[config.mk]
export PLATFORM = sky130hd
export DESIGN_NAME = rrt_cell
export DESIGN_NICKNAME = d
export VERILOG_FILES = /design/src/rrt_pkg.sv /design/src/rrt_cell.sv
export SDC_FILE = /design/constraint.sdc
export NUM_CORES = 1
export LEC_CHECK = 0
export ABC_AREA = 1
export BUFFER_PORTS_ARGS = -buffer_cell sky130_fd_sc_hd__clkbuf_2
export CAP_MARGIN = 0
export CELL_PAD_IN_SITES_DETAIL_PLACEMENT = 0
export CELL_PAD_IN_SITES_GLOBAL_PLACEMENT = 1
export CORE_AREA = 10 10 204 206
export CTS_CLUSTER_SIZE = 24
export DETAILED_ROUTE_END_ITERATION = 12
export DIE_AREA = 0 0 214 216
export HOLD_SLACK_MARGIN = 0.06
export PLACE_DENSITY_LB_ADDON = 0.1
export RECOVER_POWER = 100
export SLEW_MARGIN = 20
export SYNTH_ARGS = -nofsm -noshare
export SYNTH_HDL_FRONTEND = slang
export SYNTH_SLANG_ARGS = --single-unit
[constraint.sdc]
create_clock -name clk -period 5.2 [get_ports clk]
set_input_delay 1.56 -clock clk [delete_from_list [all_inputs] [get_ports clk]]
set_output_delay 1.56 -clock clk [all_outputs]
set_load 0.005 [all_outputs]
[src/rrt_pkg.sv]
// ----------------------------------------------------------------------------
// rrt_pkg: shared types, constants and compare functions
// Holds the table size, the word layouts that travel along the cell row and
// the rectangle tests that each cell applies to its own entry.
// ----------------------------------------------------------------------------
package rrt_pkg;

	localparam int TABLE_ENTRIES = 64;
	localparam int CNT_W = $clog2(TABLE_ENTRIES + 1);
	localparam int IDX_W = 6;

	typedef logic [CNT_W-1:0] cnt_t;
	typedef logic [IDX_W-1:0] idx_t;

	localparam logic [1:0] MODE_CLEAR  = 2'd0;
	localparam logic [1:0] MODE_INSERT = 2'd1;
	localparam logic [1:0] MODE_POINT  = 2'd2;
	localparam logic [1:0] MODE_ADJ    = 2'd3;

	localparam logic [1:0] STAT_DONE = 2'd0;
	localparam logic [1:0] STAT_MISS = 2'd1;
	localparam logic [1:0] STAT_FULL = 2'd2;

	localparam logic signed [8:0] THR_ECHO = -9'sd1;
	localparam logic signed [8:0] THR_ZERO = 9'sd0;

	typedef struct packed {
		logic [7:0]  zone_id;
		logic [7:0]  zone_kind;
		logic [23:0] xl;
		logic [23:0] yl;
		logic [23:0] xh;
		logic [23:0] yh;
		logic [7:0]  turn;
	} rec_t;

	// query held still while its token walks the row
	typedef struct packed {
		logic              point;
		logic              echo;
		logic [7:0]        region;
		rec_t              rec;
		logic signed [8:0] thr;
	} qry_t;

	// token handed from cell to cell
	typedef struct packed {
		logic act;
		logic any;
		logic found;
		idx_t idx;
		rec_t rec;
	} tok_t;

	typedef struct packed {
		logic [1:0] status;
		idx_t       idx;
		rec_t       rec;
	} res_t;

	function automatic logic holds_point(input rec_t e, input rec_t q);
		holds_point = (q.xl >= e.xl) && (q.yl >= e.yl) && (q.xl <= e.xh) && (q.yl <= e.yh);
	endfunction

	function automatic logic adjoins(input rec_t e, input rec_t q);
		logic side_x;
		logic corner_x;
		logic side_y;
		logic corner_y;
		side_x   = ((q.xh == e.xl) || (q.xl == e.xh)) && (q.yl <= e.yh) && (q.yh >= e.yl);
		corner_x = ((q.xl == e.xl) || (q.xh == e.xh)) && ((q.yl == e.yh) || (q.yh == e.yl));
		side_y   = ((q.yh == e.yl) || (q.yl == e.yh)) && (q.xl <= e.xh) && (q.xh >= e.xl);
		corner_y = ((q.yl == e.yl) || (q.yh == e.yh)) && ((q.xl == e.xh) || (q.xh == e.xl));
		adjoins = side_x || corner_x || side_y || corner_y;
	endfunction

endpackage

[src/rrt_cell.sv]
// ----------------------------------------------------------------------------
// rrt_cell: one table slot in the search row
// Stores one entry, tests it against the broadcast query as the token passes
// and forwards the token, taking over the result on the first match.
// ----------------------------------------------------------------------------
module rrt_cell (
	input  logic          clk,
	input  logic          arst_n,
	input  rrt_pkg::cnt_t slot,
	input  rrt_pkg::cnt_t count,
	input  logic          wr,
	input  logic [7:0]    wr_region,
	input  rrt_pkg::rec_t wr_rec,
	input  rrt_pkg::qry_t qry,
	input  rrt_pkg::tok_t tok_in,
	output rrt_pkg::tok_t tok_out
);

	logic [7:0]    region_q;
	rrt_pkg::rec_t entry_q;
	logic          act_q;
	logic          any_q;
	logic          found_q;
	rrt_pkg::idx_t idx_q;
	rrt_pkg::rec_t res_q;

	logic live;
	logic reg_hit;
	logic zone_ok;
	logic hit;

	always_comb begin
		live    = slot < count;
		reg_hit = live && (region_q == qry.region);
		zone_ok = $signed({1'b0, entry_q.zone_id}) > qry.thr;
		if (qry.point) begin
			hit = reg_hit && rrt_pkg::holds_point(entry_q, qry.rec);
		end else begin
			hit = reg_hit && !qry.echo && zone_ok && rrt_pkg::adjoins(entry_q, qry.rec);
		end
	end

	always_ff @(posedge clk) begin
		if (wr) begin
			region_q <= wr_region;
			entry_q  <= wr_rec;
		end
	end

	always_ff @(posedge clk or negedge arst_n) begin
		if (!arst_n) begin
			act_q <= 1'b0;
		end else begin
			act_q <= tok_in.act;
		end
	end

	always_ff @(posedge clk) begin
		any_q   <= tok_in.any | reg_hit;
		found_q <= tok_in.found | hit;
		if (!tok_in.found && hit) begin
			idx_q <= rrt_pkg::idx_t'(slot);
			res_q <= entry_q;
		end else begin
			idx_q <= tok_in.idx;
			res_q <= tok_in.rec;
		end
	end

	assign tok_out = '{act: act_q, any: any_q, found: found_q, idx: idx_q, rec: res_q};

endmodule

==> out/qor.yml, run 1 <==
critical_path:
  critical_path_required_ns: 5.35
  r2r_cells: 18
  timing.critical_path.arrival_ns: 4.44
  buf_inv_stages_crit_path: 2
  crit_chain: "clkbuf_2 > clkbuf_2"
  setup.reg_to_reg.worst_slack_ns: 1.79
  worst_r2r_endpoint: "tok_out[72]$_DFF_P_"
  worst_path_dominant_cell_family: "buffers and inverters"
  worst_reg2reg_startpoint: "entry_q[71]$_DFFE_PP_"
  critical_path.most_common_cell: "clkbuf_2"
  worst-setup-path-type: "input port to flip-flop"
  slowest_stage: "clkbuf_2"
  worst_setup_path_end_kind: "flip-flop"
  critical-path-max-stage-delay_ns: 1.37
  critical_path.startpoint_type: "input port"
  critPathMaxFanout: 71
timing:
  slew_violations: 131
  setup-tns-final_ns: 0
  tightestPinTransition_ns: 1.97
  fin_crit_sh_pct: 82.4
  rsz0062_at_grt: "false"
  finalHoldViolCount: 0
  max-slew-margin-rel_pct: -31.0
  finalSetupViolCount: 0
  final.setup_skew_ns: 0.0139
  max_clock_freq_mhz: 233
  layout_min_cycle_time_ns: 4.28
cts:
  cts-buffers-inserted: 29
  cts_resized: 0
  clk_latency_ns: 0.56
  clk_root_buffer_cell: "clkbuf_16"
  cts_tree: "yes"
  post_cts.repair.setup_buffers: 0
  cts.htree.levels: 1
  path_clk_slew_ns: 0.06
  ctsLongestPathBuffers: 3
  cts_hold_buffers_added: 0
  cts.sinks: 257
job:
  max_cap_violations: 2
logic_synthesis:
  syn_area_per_cell_um2: 9.11
  synthesized_area_mm2: 0.0133
  synth_flop_cell: "edfxtp_1"
  synth.ff_latch_count: 257
  synth_edf_count: 128
  post_synth_num_cell_types: 37
  syn_inst: 1464
  postSynthNetCount: 2035
  ys_warn_count: 0
  synth_seq_area_share_pct: 48.2
  postSynth.asyncResetShare_pct: 0.389
floorplanning:
  num_rows: 71
  coreArea_mm2: 0.0374
  pin_count: 542
  floorplan.die_area_mm2: 0.0462
  fp.dieW_um: 214
  fp.dieH_um: 216
  floorplan.initialDensity_pct: 35.7
detailed_routing:
  initialDrtViolationCount: 452
  detail_route.wirelength_mm: 49.1
  dr_total_vias: 11500
  detailedRoute.firstPassIterationCount: 5
  detail_route.wl_per_cell_um: 19.6
  vias_per_cell: 4.61
  drt.antenna.violating_nets: 0
  drcViolationCount: 0
grt:
  number_of_global_route_vias_before_repair: 11800
  global_route_wire_length_before_repair_mm: 72.9
  grt_start_max_net_pins: 128
  globalRouteOverflowTotal: 0
  grt_antenna_before_repair: 14
  track_usage_pct: 20.4
final_layout:
  fin_nets: 2531
  area_growth_pct: 28.1
  drive_above_1_share_pct: 22.6
  finish.cell_count_without_fillers: 2500
  fill_cells: 3804
min_path:
  hold_path_end: "tok_out[6]$_DFF_P_"
  hold_path_depth: 2
  hold_path_startpoint: "entry_q[6]$_DFFE_PP_"
  min-delay-path-class: "flip-flop to flip-flop"
power:
  power_density_mw_per_mm2: 297
  p_leak_nw: 8.68
  total_power_mw: 5.08
  max-vdd-ir-drop_v: 0.000240
outcome:
  violations: "capacitance limit, slew limit"
  run_status: "finished with violations"
placement:
  routabilityCongestion: 0.820
  detailed_place_hpwl_mm: 39.3
  placed_cells: 2440
  placement.io_buffers: 517
[power breakdown]
group | leakage, nW | internal, mW | switching, mW
registers | 2.34 | 2.28 | 0.0739
clock network | 0.436 | 1.14 | 0.843
logic | 5.90 | 0.330 | 0.419
[how the worst max path moves through the flow]
stage / slack [ns] / startpoint / cells past startpoint / to
after floorplan: 1.84 / qry[64] / 18 / tok_out[100]$_DFF_P_
after global placement: 0.67 / qry[88] / 19 / tok_out[2]$_DFF_P_
after detailed placement: 0.67 / qry[88] / 19 / tok_out[2]$_DFF_P_
after CTS: 1.25 / qry[88] / 19 / tok_out[2]$_DFF_P_
after global routing: 0.62 / wr / 2 / entry_q[94]$_DFFE_PP_
final: 0.92 / wr / 2 / entry_q[42]$_DFFE_PP_
[per-stage QoR]
step           hold slack, ns  instance area, µm²  setup slack, ns  utilization [%]
6_report                0.491               17100            0.916             45.7
5_1_grt                 0.506               17100            0.618             45.7
4_1_cts                 0.491               17300             1.25             46.2
3_5_place_dp            0.479               16400            0.666             43.7
3_3_place_gp            0.479               16400            0.667             43.7
2_1_floorplan           0.471               13300             1.84                -
[registers in the layout, summed over array words and instances, names as in the netlist]
name      flops
idx_q         6
region_q      8
found_q       1
tok_out     120
entry_q     120
any_q         1
act_q         1
[synthesized netlist by cell type, types with 2 or more instances]
cell	instances	share of area, %
nor3_1	2	0.075
dfxtp_1	128	19
a21oi_1	66	2.5
inv_1	155	4.4
a21o_1	7	0.39
buf_4	11	0.62
buf_2	22	0.83
buf_6	7	0.59
nand3_1	13	0.49
xnor2_1	18	1.2
nand4_1	142	6.7
edfxtp_1	128	29
clkbuf_1	15	0.42
ha_1	158	15
o21bai_1	3	0.17
buf_1	3	0.084
o21ai_0	14	0.53
nand2_1	435	12
xor2_1	35	2.3
nor2_1	77	2.2
nor4_1	2	0.094
o21a_1	8	0.45
[per-layer routing]
metal,global-route usage (%),wire (µm)
met5,0,115
met4,5.50,1150
met3,6.28,3330
met2,35.9,24700
met1,23.5,19800
[kinds of logic (layout without fill, tap and decap cells)]
logic type,count (synthesis),in the layout,synth area share (%)
buf+inv,213,731,6.90
flops,257,257,48.2
simple gates,680,680,22.3
other cells,0,7,0
fa+ha+maj,158,158,14.8
compound gates,103,103,4.32
xor+xnor,53,53,3.48
[area by class of cell]
type	count	area [µm²]	area share, %
Timing Repair Buffer	523	2520	14.8
Clock inverter	9	80.1	0.469
Multi-Input combinational cell	994	5990	35.0
Tap cell	511	639	3.74
Inverter	155	584	3.42
Antenna cell	7	17.5	0.103
Sequential cell	257	6430	37.6
Clock buffer	44	822	4.81
[layout by cell type, fill, tap and decap left out, types with 35 or more instances in the layout]
cell type	count
nand2_1	435
nor2_1	77
nand4_1	142
a21oi_1	66
xor2_1	35
inv_1	154
dfxtp_1	128
clkbuf_1	131
clkbuf_2	397
ha_1	158
edfxtp_1	128
No activity file was read; power rests on OpenSTA's default activity.
==> inputs of run 2 (changes only) <==
--- a/config.mk
+++ b/config.mk
@@ -5,15 +5,15 @@
 export SDC_FILE = /design/constraint.sdc
 export NUM_CORES = 1
 export LEC_CHECK = 0
-export ABC_AREA = 1
+export ABC_AREA = 0
 export BUFFER_PORTS_ARGS = -buffer_cell sky130_fd_sc_hd__clkbuf_2
 export CAP_MARGIN = 0
 export CELL_PAD_IN_SITES_DETAIL_PLACEMENT = 0
 export CELL_PAD_IN_SITES_GLOBAL_PLACEMENT = 1
-export CORE_AREA = 10 10 204 206
+export CORE_AREA = 10 10 203 205
 export CTS_CLUSTER_SIZE = 24
 export DETAILED_ROUTE_END_ITERATION = 12
-export DIE_AREA = 0 0 214 216
+export DIE_AREA = 0 0 213 215
 export HOLD_SLACK_MARGIN = 0.06
 export PLACE_DENSITY_LB_ADDON = 0.1
 export RECOVER_POWER = 100
==> constraint.sdc (replaced) <==
create_clock -name clk -period 4.4 [get_ports clk]
set_input_delay 1.32 -clock clk [delete_from_list [all_inputs] [get_ports clk]]
set_output_delay 1.32 -clock clk [all_outputs]
set_load 0.005 [all_outputs]
==> out/qor.yml, run 2 <==
outcome:
  run_status: "finished with violations"
  violations: "capacitance limit, slew limit"
logic_synthesis:
  synth.ff_latch_count: 257
  synth_top_cell_area_share_pct: 30.2
  synth.cells.most_frequent: "158 x ha_1, 128 x dfxtp_1, 128 x edfxtp_1, 116 x inv_1, 86 x mux2_2"
  synth.largest_area_cell: "edfxtp_1"
  synth_seq_area_share_pct: 50.5
  postSynthNetCount: 1575
  synth_flop_cell: "edfxtp_1"
  syn_inst: 1004
  ys_warn_count: 0
  postSynth.asyncResetShare_pct: 0.389
  syn_area_per_cell_um2: 12.7
  synth_edf_count: 128
  synthesized_area_mm2: 0.0127
  synthTopCellsByArea: "edfxtp_1 30%, dfxtp_1 20%, ha_1 16%"
  post_synth_num_cell_types: 52
  synth_most_common_cell: "ha_1"
critical_path:
  critPathMaxFanout: 16
  worst_setup_path_end_kind: "flip-flop"
  worst-setup-path-type: "input port to flip-flop"
  critical_path_required_ns: 4.85
  critical_path.startpoint_type: "input port"
  timing.critical_path.arrival_ns: 4.46
timing:
  max-slew-margin-rel_pct: -14.3
  slew_violations: 31
  finalSetupViolCount: 0
  max_clock_freq_mhz: 250
  setup-tns-final_ns: 0
  rsz0062_at_grt: "false"
  final.hold.worst_slack_ns: 0.450
  tightestPinTransition_ns: 1.71
  layout_min_cycle_time_ns: 4.01
  fin_crit_sh_pct: 91.1
  finalHoldViolCount: 0
  final.setup_skew_ns: 0.0153
cts:
  cts_hold_buffers_added: 0
  cts_tree: "yes"
  cts.sinks: 257
  cts-buffers-inserted: 29
  clk_latency_ns: 0.56
  cts.htree.levels: 1
  clk_root_buffer_cell: "clkbuf_16"
  ctsLongestPathBuffers: 3
  cts_resized: 0
  path_clk_slew_ns: 0.06
  post_cts.repair.setup_buffers: 0
grt:
  grt_start_max_net_pins: 71
  grt_antenna_before_repair: 21
  number_of_global_route_vias_before_repair: 10300
  globalRouteOverflowTotal: 0
  global_route_wire_length_before_repair_mm: 65.3
  track_usage_pct: 19.0
final_layout:
  area_growth_pct: 29.7
  fin_nets: 2117
  mostFrequentLayoutCells: "404 x clkbuf_2, 158 x ha_1, 128 x dfxtp_1, 128 x edfxtp_1, 124 x clkbuf_1"
  fin_util_pct: 44.3
  drive_above_1_share_pct: 35.5
  finish.cell_count_without_fillers: 2052
  fill_cells: 3689
  mostFrequentLayoutCell: "clkbuf_2"
job:
  max_cap_violations: 1
placement:
  placement.io_buffers: 517
  placed_cells: 1989
  routabilityCongestion: 0.826
  detailed_place_hpwl_mm: 38.4
power:
  p_leak_nw: 7.79
  power_density_mw_per_mm2: 361
  total_power_mw: 5.96
  max-vdd-ir-drop_v: 0.000305
detailed_routing:
  dr_total_vias: 9592
  drt.antenna.violating_nets: 0
  detail_route.wl_per_cell_um: 22.0
  drcViolationCount: 0
  detailedRoute.firstPassIterationCount: 4
  initialDrtViolationCount: 412
  vias_per_cell: 4.67
  detail_route.wirelength_mm: 45.1
min_path:
  min-delay-path-class: "flip-flop to flip-flop"
floorplanning:
  fp.dieW_um: 213
  coreArea_mm2: 0.0372
  fp.dieH_um: 215
  floorplan.initialDensity_pct: 34.2
  floorplan.die_area_mm2: 0.0458
  num_rows: 71
  pin_count: 542
==> run 2: worst paths after layout <==
kind | from | to | slack, ns | depth (start not counted)
worst min-delay path | entry_q[109]$_DFFE_PP_ | tok_out[109]$_DFF_P_ | 0.45 | 1
worst min register to register | entry_q[109]$_DFFE_PP_ | tok_out[109]$_DFF_P_ | 0.45 | 1
min in group asynchronous | arst_n | act_q$_DFF_PN0_ | 0.53 | 1
worst max register to register | entry_q[53]$_DFFE_PP_ | tok_out[95]$_DFF_P_ | 0.80 | 11
max in group asynchronous | arst_n | act_q$_DFF_PN0_ | 3.78 | 1
worst max-delay path | qry[110] | tok_out[95]$_DFF_P_ | 0.39 | 11
==> run 2: layout make-up <==
class / count / area, µm² / area share (%)
clock buffers: 40 / 797 / 4.83
diodes: 9 / 22.5 / 0.136
inverters: 116 / 435 / 2.64
clock inverters: 14 / 126 / 0.766
flip-flops and latches: 257 / 6430 / 39.0
multi-input cells: 615 / 5570 / 33.7
well taps: 474 / 593 / 3.59
repair buffers: 527 / 2530 / 15.4
==> run 2: cells by family (layout without fill, tap and decap cells) <==
family                     after synthesis  after routing  synth area share (%)
muxes                                  126            126                  12.3
buffers and inverters                  132            697                  4.82
xor gates and xnor gates                56             56                  3.85
AOI/OAI and AO/OA                      136            136                  6.82
DFF                                    257            257                  50.5
and+or+nand+nor                        139            139                  6.13
adders and majority gates              158            158                  15.5
other                                    0              9                     0
==> run 2: per-stage QoR <==
step / worst slack [ns] / instance area, µm²
after floorplan: 0.725 / 12700
after global placement: -0.0478 / 15900
after detailed placement: -0.0605 / 15900
after CTS: 0.538 / 16800
after global routing: 0.198 / 16500
final: 0.394 / 16500
==> run 2: critical path: stages <==
cell and delay, ns:
clkbuf_2 0.10, ha_1 0.31, a21o_1 0.18, a21o_1 0.17
a2111oi_0 0.79, buf_4 0.22, o21ai_0 0.16, a211oi_2 0.29
a22oi_4 0.12, clkbuf_2 0.39, mux2_4 0.40
==> run 2: per-layer routing <==
metal,vias up,share of wire [%],GRT usage [%]
met2,293,52,34.4
met5,-,0.30,0
met4,20,2.3,5.00
li1,4762,-,-
met1,4450,38,20.6
met3,67,8.2,6.45
==> run 2: power by group <==
group / leakage [nW] / switching, mW / internal, mW
logic: 4.98 / 0.421 / 0.408
clock network: 0.460 / 0.976 / 1.38
registers: 2.34 / 0.0926 / 2.69
==> inputs of run 3 (changes only) <==
--- a/config.mk
+++ b/config.mk
@@ -17,6 +17,7 @@
 export HOLD_SLACK_MARGIN = 0.06
 export PLACE_DENSITY_LB_ADDON = 0.1
 export RECOVER_POWER = 100
+export REMOVE_ABC_BUFFERS = 1
 export SLEW_MARGIN = 20
 export SYNTH_ARGS = -nofsm -noshare
 export SYNTH_HDL_FRONTEND = slang
==> out/qor.yml, run 3 (synthesis results as in run 2) <==
floorplanning:
  floorplan.initialDensity_pct: 34.2
  floorplan.die_area_mm2: 0.0458
  num_rows: 71
  fp.dieW_um: 213
  pin_count: 542
  fp.dieH_um: 215
  coreArea_mm2: 0.0372
placement:
  detailed_place_hpwl_mm: 38.2
  placed_instance_area_mm2: 0.0159
  placement.setup.worst_slack_ns: -0.0989
  placement.io_buffers: 517
  routabilityCongestion: 0.835
outcome:
  run_status: "finished with violations"
  violations: "capacitance limit, slew limit"
timing:
  max-slew-margin-rel_pct: -82.8
  finalHoldViolCount: 0
  slew_violations: 46
  final.setup_skew_ns: 0.0198
  tightestPinTransition_ns: 2.74
  setup-tns-final_ns: 0
  max_clock_freq_mhz: 243
  rsz0062_at_grt: "false"
  layout_min_cycle_time_ns: 4.11
  finalSetupViolCount: 0
  fin_crit_sh_pct: 93.5
  finalWorstSetupSlack_ns: 0.287
cts:
  cts.htree.levels: 1
  cts_resized: 0
  path_clk_slew_ns: 0.06
  cts.sinks: 257
  cts_hold_buffers_added: 0
  clk_latency_ns: 0.57
  clk_root_buffer_cell: "clkbuf_16"
  cts_tree: "yes"
  post_cts.repair.setup_buffers: 0
  ctsLongestPathBuffers: 3
  cts-buffers-inserted: 28
critical_path:
  timing.critical_path.arrival_ns: 4.55
  critical_path_required_ns: 4.84
  critical_path.startpoint_type: "input port"
  critPathMaxFanout: 62
  worst_setup_path_end_kind: "flip-flop"
  worst-setup-path-type: "input port to flip-flop"
detailed_routing:
  detail_route.wl_per_cell_um: 21.9
  dr_total_vias: 9499
  vias_per_cell: 4.64
  initialDrtViolationCount: 382
  drt.antenna.violating_nets: 0
  detailedRoute.firstPassIterationCount: 4
  drcViolationCount: 0
  detail_route.wirelength_mm: 44.8
grt:
  global_route_wire_length_before_repair_mm: 64.4
  grt_antenna_before_repair: 12
  grt_start_max_net_pins: 63
  number_of_global_route_vias_before_repair: 10300
  globalRouteOverflowTotal: 0
  track_usage_pct: 18.8
final_layout:
  area_growth_pct: 29.6
  fin_nets: 2116
  final_cell_area_mm2: 0.0165
  drive_above_1_share_pct: 34.5
  mostFrequentLayoutCells: "396 x clkbuf_2, 158 x ha_1, 130 x clkbuf_1"
  mostFrequentLayoutCell: "clkbuf_2"
min_path:
  min-delay-path-class: "flip-flop to flip-flop"
power:
  p_leak_nw: 7.72
  max-vdd-ir-drop_v: 0.000260
  total_power_mw: 6.03
  power_density_mw_per_mm2: 366
job:
  max_cap_violations: 1
-- run 3: layout make-up --
| type | instances | area [µm²] |
|---|---|---|
| timing repair buffer | 527 | 2540 |
| antenna | 6 | 15.0 |
| inverter | 116 | 435 |
| tap | 474 | 593 |
| clock buffer | 41 | 811 |
| clock inverter | 10 | 136 |
| multi-input combinational | 615 | 5530 |
| fill | 3658 | 20700 |
| sequential | 257 | 6430 |
-- run 3: path summary, 6_finish.rpt --
| check | start | end | slack (ns) | cells past startpoint |
|---|---|---|---|---|
| max in group asynchronous | arst_n | act_q$_DFF_PN0_ | 3.80 | 1 |
| min in group asynchronous | arst_n | act_q$_DFF_PN0_ | 0.52 | 1 |
| max reg2reg | entry_q[103]$_DFFE_PP_ | tok_out[110]$_DFF_P_ | 0.71 | 11 |
| min reg2reg | entry_q[110]$_DFFE_PP_ | tok_out[110]$_DFF_P_ | 0.45 | 1 |
| min | entry_q[110]$_DFFE_PP_ | tok_out[110]$_DFF_P_ | 0.45 | 1 |
| max | qry[110] | tok_out[110]$_DFF_P_ | 0.29 | 11 |
-- run 3: through the flow --
stage,utilization [%],hold slack (ns),instances
after detailed placement,42.6,0.459,1989
final,44.3,0.448,2046
after floorplan,-,0.450,988
after CTS,45.1,0.474,2040
after global routing,44.3,0.456,2043
after global placement,42.6,0.451,1989
-- run 3: layer usage --
layer  global-route usage (%)  vias up  share of wire [%]
li1                         -     4744                  -
met1                     20.5     4390                 38
met2                     34.4      295                 51
met3                     6.03       58                8.2
met4                     4.28       12                2.0
met5                        0        -               0.21
-- run 3: power by group --
part / leakage, nW / internal [mW] / switching (mW)
clock network: 0.454 / 1.45 / 0.978
logic: 4.92 / 0.406 / 0.421
registers: 2.34 / 2.69 / 0.0909
-- run 3: critical path: stages --
cell and delay, ns:
clkbuf_2 0.10, ha_1 0.29, and4_1 0.22, nand3_1 0.19
a2111oi_0 0.80, buf_4 0.23, o22ai_1 0.06, o32ai_1 0.51
a22oi_4 0.15, buf_12 0.23, mux2_1 0.37
